$ cat src/rtl/core/wrpp_pkg.sv
// ----------------------------------------------------------------------------
// wrpp_pkg
// Shared types, constants and match tables for the wifi response prefix parser.
// ----------------------------------------------------------------------------
package wrpp_pkg;

  // Number of bytes one frame capture can hold; the capture index saturates at CaptureDepth - 1.
  localparam int unsigned CaptureDepth = 256;
  localparam int unsigned CountW       = $clog2(CaptureDepth + 1);

  localparam logic [7:0] LineFeed   = 8'h0A;
  localparam logic [7:0] CharOpen   = 8'h7B;  // '{'
  localparam logic [7:0] CharClose  = 8'h7D;  // '}'
  localparam logic [7:0] CharEight  = 8'h38;  // '8'
  localparam logic [7:0] CharUpperA = 8'h41;  // 'A'
  localparam logic [7:0] CharUpperT = 8'h54;  // 'T'
  localparam logic [7:0] CharUpperE = 8'h45;  // 'E'
  localparam logic [7:0] CharColon  = 8'h3A;  // ':'
  localparam logic [7:0] CharZero   = 8'h30;  // '0'
  localparam logic [7:0] CharOne    = 8'h31;  // '1'

  // Three independent character sets for the first eight prefix positions.
  localparam logic [7:0] AcceptA [8] = '{8'h70, 8'h61, 8'h72, 8'h61,
                                          8'h6D, 8'h73, 8'h22, 8'h3A};
  localparam logic [7:0] AcceptB [8] = '{8'h45, 8'h52, 8'h52, 8'h4F,
                                          8'h52, 8'h3A, 8'h32, 8'h30};
  localparam logic [7:0] AcceptC [8] = '{8'h54, 8'h43, 8'h4D, 8'h51,
                                          8'h54, 8'h54, 8'h53, 8'h54};

  // One-hot parser states.
  typedef enum logic [14:0] {
    ParseP0         = 15'h0001,
    ParseP1         = 15'h0002,
    ParseP2         = 15'h0004,
    ParseP3         = 15'h0008,
    ParseP4         = 15'h0010,
    ParseP5         = 15'h0020,
    ParseP6         = 15'h0040,
    ParseP7         = 15'h0080,
    ParseBranch     = 15'h0100,
    ParseCapture    = 15'h0200,
    ParseError      = 15'h0400,
    ParseStateT     = 15'h0800,
    ParseStateE     = 15'h1000,
    ParseStateColon = 15'h2000,
    ParseStateVal   = 15'h4000
  } parse_state_e;

  typedef struct packed {
    logic       req_type;
    logic [7:0] rx_byte;
  } in_item_t;

  typedef struct packed {
    logic       capture_valid;
    logic [7:0] capture_index;
    logic [7:0] capture_byte;
    logic       frame_done;
    logic [8:0] frame_length;
    logic       frame_pending;
    logic       link_up;
    logic       time_sync_drop;
  } out_item_t;

  // Parser context carried from one transfer to the next.
  typedef struct packed {
    parse_state_e      parse;
    logic [CountW-1:0] count;
    logic              pending;
    logic              link;
  } ctx_t;

  function automatic logic prefix_hit(logic [2:0] pos, logic [7:0] b);
    return (b == AcceptA[pos]) || (b == AcceptB[pos]) || (b == AcceptC[pos]);
  endfunction

endpackage

$ cat src/rtl/core/wifi_response_prefix_parser_core.sv
// ----------------------------------------------------------------------------
// wifi_response_prefix_parser_core
// Byte-serial prefix parser for wifi module responses with frame capture.
// ----------------------------------------------------------------------------
// An input transfer passes through the input register, then the result
// register. Throughput: one transfer per cycle while the output is not
// stalled, set by the parser update between the two registers.
// Reset: rst_ni is asynchronous and active low; it empties both registers,
// returns the parser to idle and clears the count, pending and link flags.
module wifi_response_prefix_parser_core (
  input  logic                clk_i,
  input  logic                rst_ni,
  input  logic                in_valid_i,
  output logic                in_ready_o,
  input  wrpp_pkg::in_item_t  in_item_i,
  output logic                out_valid_o,
  input  logic                out_ready_i,
  output wrpp_pkg::out_item_t out_item_o
);
  import wrpp_pkg::*;

  // Input register. It holds one item until the result register has room.
  logic      in_valid_q;
  in_item_t  in_item_q;

  // Result register and the parser context that advances with each item.
  logic      out_valid_q;
  out_item_t out_item_q;
  ctx_t      ctx_q;
  ctx_t      ctx_d;
  out_item_t res_d;

  logic out_load;
  logic in_load;

  // The result register takes the next item whenever it is empty or its
  // current result is being taken in this same cycle.
  assign out_load   = in_valid_q && (!out_valid_q || out_ready_i);
  // The input register frees up whenever its item moves on, so a new
  // transfer can land in every cycle unless the output stalls.
  assign in_ready_o = !in_valid_q || out_load;
  assign in_load    = in_valid_i && in_ready_o;

  wrpp_step u_step (
    .ctx_i  (ctx_q),
    .item_i (in_item_q),
    .ctx_o  (ctx_d),
    .res_o  (res_d)
  );

  always_ff @(posedge clk_i or negedge rst_ni) begin
    if (!rst_ni) begin
      in_valid_q <= 1'b0;
    end else if (in_ready_o) begin
      in_valid_q <= in_valid_i;
    end
  end

  always_ff @(posedge clk_i) begin
    if (in_load) begin
      in_item_q <= in_item_i;
    end
  end

  // The parser context only advances when an item actually reaches the
  // result register, so stalls on the output never lose or repeat a step.
  always_ff @(posedge clk_i or negedge rst_ni) begin
    if (!rst_ni) begin
      ctx_q.parse   <= ParseP0;
      ctx_q.count   <= '0;
      ctx_q.pending <= 1'b0;
      ctx_q.link    <= 1'b0;
    end else if (out_load) begin
      ctx_q <= ctx_d;
    end
  end

  always_ff @(posedge clk_i or negedge rst_ni) begin
    if (!rst_ni) begin
      out_valid_q <= 1'b0;
    end else if (!out_valid_q || out_ready_i) begin
      out_valid_q <= in_valid_q;
    end
  end

  always_ff @(posedge clk_i) begin
    if (out_load) begin
      out_item_q <= res_d;
    end
  end

  assign out_valid_o = out_valid_q;
  assign out_item_o  = out_item_q;

  // A completed frame always comes with its closing byte captured and the pending flag set.
  assert property (@(posedge clk_i) disable iff (!rst_ni)
    out_valid_q && out_item_q.frame_done |->
      out_item_q.capture_valid && out_item_q.frame_pending)
    else $error("frame_done without capture or pending flag");

  // A time-sync drop always leaves the link down.
  assert property (@(posedge clk_i) disable iff (!rst_ni)
    out_valid_q && out_item_q.time_sync_drop |-> !out_item_q.link_up)
    else $error("time_sync_drop with link_up set");

  // The capture count saturates at the capture depth.
  assert property (@(posedge clk_i) disable iff (!rst_ni)
    ctx_q.count <= CountW'(CaptureDepth))
    else $error("capture count beyond capture depth");

  // Bytes are only captured while the parser sits in the capture state.
  assert property (@(posedge clk_i) disable iff (!rst_ni)
    out_load && res_d.capture_valid |-> ctx_q.parse == ParseCapture)
    else $error("capture outside capture state");

  // The context holds while the item in the input register is stalled.
  assert property (@(posedge clk_i) disable iff (!rst_ni)
    !out_load |=> $stable(ctx_q))
    else $error("parser context moved without an item");

endmodule

$ cat src/rtl/core/wrpp_step.sv
// ----------------------------------------------------------------------------
// wrpp_step
// Next-state and result logic for one received byte or consume request.
// ----------------------------------------------------------------------------
module wrpp_step (
  input  wrpp_pkg::ctx_t     ctx_i,
  input  wrpp_pkg::in_item_t item_i,
  output wrpp_pkg::ctx_t     ctx_o,
  output wrpp_pkg::out_item_t res_o
);
  import wrpp_pkg::*;

  logic [7:0]        b;
  logic [CountW-1:0] sat_idx;
  logic [CountW-1:0] next_count;
  logic              is_term;

  assign b          = item_i.rx_byte;
  assign sat_idx    = (ctx_i.count > CountW'(CaptureDepth - 1)) ?
                      CountW'(CaptureDepth - 1) : ctx_i.count;
  assign next_count = sat_idx + CountW'(1);
  assign is_term    = (b == CharClose) || (b == LineFeed);

  always_comb begin
    logic         in_pfx;
    logic [2:0]   pos;
    parse_state_e pfx_next;
    in_pfx   = 1'b0;
    pos      = 3'd0;
    pfx_next = ParseP1;
    ctx_o    = ctx_i;
    res_o    = '0;

    if (item_i.req_type) begin
      ctx_o.pending = 1'b0;
    end else begin
      unique case (ctx_i.parse)
        ParseP0: begin in_pfx = 1'b1; pos = 3'd0; pfx_next = ParseP1; end
        ParseP1: begin in_pfx = 1'b1; pos = 3'd1; pfx_next = ParseP2; end
        ParseP2: begin in_pfx = 1'b1; pos = 3'd2; pfx_next = ParseP3; end
        ParseP3: begin in_pfx = 1'b1; pos = 3'd3; pfx_next = ParseP4; end
        ParseP4: begin in_pfx = 1'b1; pos = 3'd4; pfx_next = ParseP5; end
        ParseP5: begin in_pfx = 1'b1; pos = 3'd5; pfx_next = ParseP6; end
        ParseP6: begin in_pfx = 1'b1; pos = 3'd6; pfx_next = ParseP7; end
        ParseP7: begin in_pfx = 1'b1; pos = 3'd7; pfx_next = ParseBranch; end
        ParseBranch: begin
          if (b == CharOpen) begin
            ctx_o.parse = ParseCapture;
          end else if (b == CharEight) begin
            ctx_o.parse = ParseError;
          end else if (b == CharUpperA) begin
            ctx_o.parse = ParseStateT;
          end else begin
            ctx_o.parse = ParseP0;
            ctx_o.count = '0;
          end
        end
        ParseCapture: begin
          if (!ctx_i.pending) begin
            res_o.capture_valid = 1'b1;
            res_o.capture_index = 8'(sat_idx);
            res_o.capture_byte  = b;
            ctx_o.count         = next_count;
            if (is_term) begin
              ctx_o.pending      = 1'b1;
              res_o.frame_done   = 1'b1;
              res_o.frame_length = 9'(next_count);
              ctx_o.parse        = ParseP0;
              ctx_o.count        = '0;
            end
          end else begin
            // Previous frame not yet consumed: drop the byte and start over.
            ctx_o.pending = 1'b0;
            ctx_o.parse   = ParseP0;
            ctx_o.count   = '0;
          end
        end
        ParseError: begin
          ctx_o.link           = 1'b0;
          res_o.time_sync_drop = 1'b1;
          ctx_o.parse          = ParseP0;
          ctx_o.count          = '0;
        end
        ParseStateT: begin
          ctx_o.parse = (b == CharUpperT) ? ParseStateE : ParseP0;
          if (b != CharUpperT) ctx_o.count = '0;
        end
        ParseStateE: begin
          ctx_o.parse = (b == CharUpperE) ? ParseStateColon : ParseP0;
          if (b != CharUpperE) ctx_o.count = '0;
        end
        ParseStateColon: begin
          ctx_o.parse = (b == CharColon) ? ParseStateVal : ParseP0;
          if (b != CharColon) ctx_o.count = '0;
        end
        ParseStateVal: begin
          if (b == CharZero) begin
            ctx_o.link           = 1'b0;
            res_o.time_sync_drop = 1'b1;
          end else if (b == CharOne) begin
            ctx_o.link = 1'b1;
          end
          ctx_o.parse = ParseP0;
          ctx_o.count = '0;
        end
        default: begin
          ctx_o.parse = ParseP0;
          ctx_o.count = '0;
        end
      endcase

      if (in_pfx) begin
        if (prefix_hit(pos, b)) begin
          ctx_o.parse = pfx_next;
        end else begin
          ctx_o.parse = ParseP0;
          ctx_o.count = '0;
        end
      end
    end

    res_o.frame_pending = ctx_o.pending;
    res_o.link_up       = ctx_o.link;
  end

endmodule
$ cat config.mk
export PLATFORM = sky130hd
export DESIGN_NAME = wifi_response_prefix_parser_core
export DESIGN_NICKNAME = d
export VERILOG_FILES = /design/src/rtl/core/wrpp_pkg.sv /design/src/rtl/core/wifi_response_prefix_parser_core.sv /design/src/rtl/core/wrpp_step.sv
export SDC_FILE = /design/constraint.sdc
export NUM_CORES = 1
export LEC_CHECK = 0
export BUFFER_PORTS_ARGS = -buffer_cell sky130_fd_sc_hd__buf_4
export CELL_PAD_IN_SITES_DETAIL_PLACEMENT = 0
export CELL_PAD_IN_SITES_GLOBAL_PLACEMENT = 1
export CORE_AREA = 3 3 113 104
export CTS_BUF_LIST = sky130_fd_sc_hd__clkbuf_2 sky130_fd_sc_hd__clkbuf_4 sky130_fd_sc_hd__clkbuf_8
export DETAILED_ROUTE_END_ITERATION = 7
export DIE_AREA = 0 0 116 107
export PLACE_DENSITY_LB_ADDON = 0.1
export SYNTH_ARGS = -nofsm -noshare
export SYNTH_HDL_FRONTEND = slang
export SYNTH_SLANG_ARGS = --single-unit
$ cat constraint.sdc
create_clock -name clk_i -period 3.95 [get_ports clk_i]
set_input_delay 0 -clock clk_i [delete_from_list [all_inputs] [get_ports clk_i]]
set_output_delay 0 -clock clk_i [all_outputs]
set_load 0.01 [all_outputs]
==> flow_summary.toml <==
[cts]
clock-root-buffer = "clkbuf_8"
clock_path_buffers = 2
cts_tree = "yes"
insertion_delay_ns = 0.35
clkSinkCount = 67
path_clk_slew_ns = 0.08
htree_levels = 3
cts_buffers = 9

[power]
ir_drop_mv = 0.162
leakage_nw = 1.98
p_per_area_nw_per_um2 = 307

[layout]
n_antenna_cell = 0
register_area_um2 = 1870
drive_gt1_share_pct = 25.0
layout.cells.non_filler = 617
fillerInstances = 1020
multi_input_area_um2 = 2120
syn_to_final_growth_pct = 18.1
postLayoutCoreUtil_pct = 46.7
nets = 498

[synthesis]
synth_area_per_cell_um2 = 9.97
synth_xor_xnor_area_share_pct = 3.51
synth_commonest_cells = "edfxtp_1, nor2_1, nand2_1"
syn-num-nets = 444
synth_seq_cells = 67
synth.distinct_cells = 76
synthAdderAreaFrac_pct = 1.77
netlist_area_um2 = 4240
syn_inst = 425
synth_simple_gate_area_share_pct = 26.0
synth_top_area_share_pct = 27.6
synth_top_family_by_area = "simple AND/OR/NAND/NOR gates"
synthArstFlopShare_pct = 41.8
yosysSeqAreaShare_pct = 44.2
ys.flop_type = "edfxtp_1"
synth_edf_count = 39
yosys.cell_count.top_type = "edfxtp_1"
synth_compound_area_share_pct = 17.5
synth_top_cell_by_area = "edfxtp_1"
muxShareOfSynthArea_pct = 1.03
ys.warnings.count = 0
synth_area_leaders = "edfxtp_1, dfrtp_1, nor2_1"

[floorplanning]
initial_core_util_pct = 39.5
die_width_um = 116
row_count = 36
dieHeight_um = 107
core_um2 = 10700
die_area_um2 = 12400
boundaryPins = 45

[setup_path]
ff2ff_setup_slack_ns = 0.27
start_kind = "flop"
rr_startpoint = "ctx_q[14]$_DFFE_PN0P_"
crit_type = "reg2reg"
cp_data_required_time_ns = 4.23
critPathArrivalTime_ns = 3.96
path_max_fanout = 14
r2r-end = "ctx_q[2]$_DFFE_PN0P_"
worst_setup_path_end_kind = "flop"
reg2reg_depth = 14

[sta]
fin_crit_sh_pct = 93.1
fin_crit_ns = 3.68
slew_headroom_pct = 23.3
worstMarginPinSlew_ns = 1.15
setup_tns_ns = 0
clock.fmax_ghz = 0.272
skew_ns = 0.0123
slew_viol_final = 0
hold_violations = 0
finalSetupViolations = 0
whs_ns = 0.110
rsz0062_at_grt = "false"

[placed_design]
dp.final_hpwl_um = 7280
finalWeightedCongestion = 0.870
placedCellCount = 583
io_buffers = 44

[global_routing]
grt_pass1_wl_um = 17000
grt_max_degree = 32
grt_overflow = 0
grt_usage_pct = 17.5
grt_pass1_vias = 3302
antenna_found_initial = 0

[detailed_routing]
wl_per_cell_um = 16.5
drt-initial-drc-count = 175
vias_per_cell = 5.46
ant_nets = 0
vias = 3367
drt-total-wl_um = 10200
drc = 0
drt_pass1_iterations = 4

[outcome]
status = "finished clean"

[min_path]
hp-class = "in2async"

[run]
maxCapViolations = 0
## sequential cells by signal, summed over array words and instances (netlist names)
signal / cells
in_valid_q: 1
out_item_o: 30
out_valid_o: 1
in_item_q: 9
ctx_q: 26
## worst max-delay path: stages, from the launching register on
cell and delay [ns]:
dfrtp_1 0.38, or4_4 0.58, nor4_4 0.32, or2_1 0.17, nand2_1 0.10, ha_1 0.44, xor2_1 0.19, a31oi_1 0.09
or3_1 0.35, o2bb2ai_2 0.14, a2111oi_4 0.26, a221oi_4 0.13, buf_12 0.17, buf_4 0.14, a31oi_4 0.13
## logic make-up after synthesis
logic type | after synthesis
flip-flops | 67
AO/OA/AOI/OAI | 97
AND/OR/NAND/NOR | 184
adder cells (fa/ha/maj) | 6
XOR/XNOR | 17
buffers and inverters | 50
multiplexers | 4
## layout by cell type, fill, tap and decap left out, drive strengths merged, types with 4 or more instances in the layout
cell and instances:
or2 6, or3 8, or4 4, clkbuf 12, inv 21, a211oi 7
dfrtp 27, nor4 12, o31ai 8, o21ai 19, nand3 9, and2 10
nand3b 6, or4b 4, a22oi 6, nand4 8, xor2 11, o211ai 5
nor3 16, edfxtp 39, nor2 36, a31oi 6, ha 6, nor4b 4
dlygate4sd3 13, buf 59, nand2b 18, a21oi 21, xnor2 6, nand2 31
## layer usage
metal,vias to the layer above,share of wire (%),global-route usage [%]
met5,-,0,0
met4,0,1.8,6.71
met3,14,4.1,4.40
met2,56,45,26.1
met1,1619,49,24.3
li1,1678,-,-
## through the flow
step	instance area (um2)	setup slack [ns]	power [mW]
after CTS	4950	0.0553	1.56
after detailed placement	4640	0.0570	1.00
after floorplan	4240	0.482	0.922
after global placement	4640	0.146	1.00
final	5010	0.271	1.54
after global routing	5010	0.000757	1.61
## power by group
part           switching, mW  internal [mW]
registers             0.0270          0.775
logic                  0.114         0.0809
clock network          0.271          0.267
## how the worst max path moves through the flow
| stage | start | to | slack, ns | cells after the start |
|---|---|---|---|---|
| 5_1_grt | ctx_q[14]$_DFFE_PN0P_ | ctx_q[14]$_DFFE_PN0P_ | 0.0008 | 13 |
| 2_1_floorplan | ctx_q[14]$_DFFE_PN0P_ | ctx_q[11]$_DFFE_PN1P_ | 0.48 | 14 |
| 4_1_cts | ctx_q[14]$_DFFE_PN0P_ | ctx_q[17]$_DFFE_PN0P_ | 0.06 | 12 |
| 3_3_place_gp | ctx_q[14]$_DFFE_PN0P_ | ctx_q[13]$_DFFE_PN0P_ | 0.15 | 12 |
| 3_5_place_dp | ctx_q[14]$_DFFE_PN0P_ | ctx_q[17]$_DFFE_PN0P_ | 0.06 | 12 |
| 6_report | ctx_q[14]$_DFFE_PN0P_ | ctx_q[2]$_DFFE_PN0P_ | 0.27 | 14 |
## repair_timing
action                     CTS  global route
resized for setup            0             2
buffers inserted             0             5
hold endpoints to repair    39             0
hold buffers                13             0
setup endpoints to repair    0            17
## area by class of cell
type / count / share of cell area (%)
multi-input combinational: 308 / 42.3
sequential: 67 / 37.4
timing repair buffer: 72 / 11.7
tap: 133 / 3.32
clock buffer: 12 / 3.17
inverter: 21 / 1.57
clock inverter: 4 / 0.500
No activity file was read; power rests on OpenSTA's default activity.
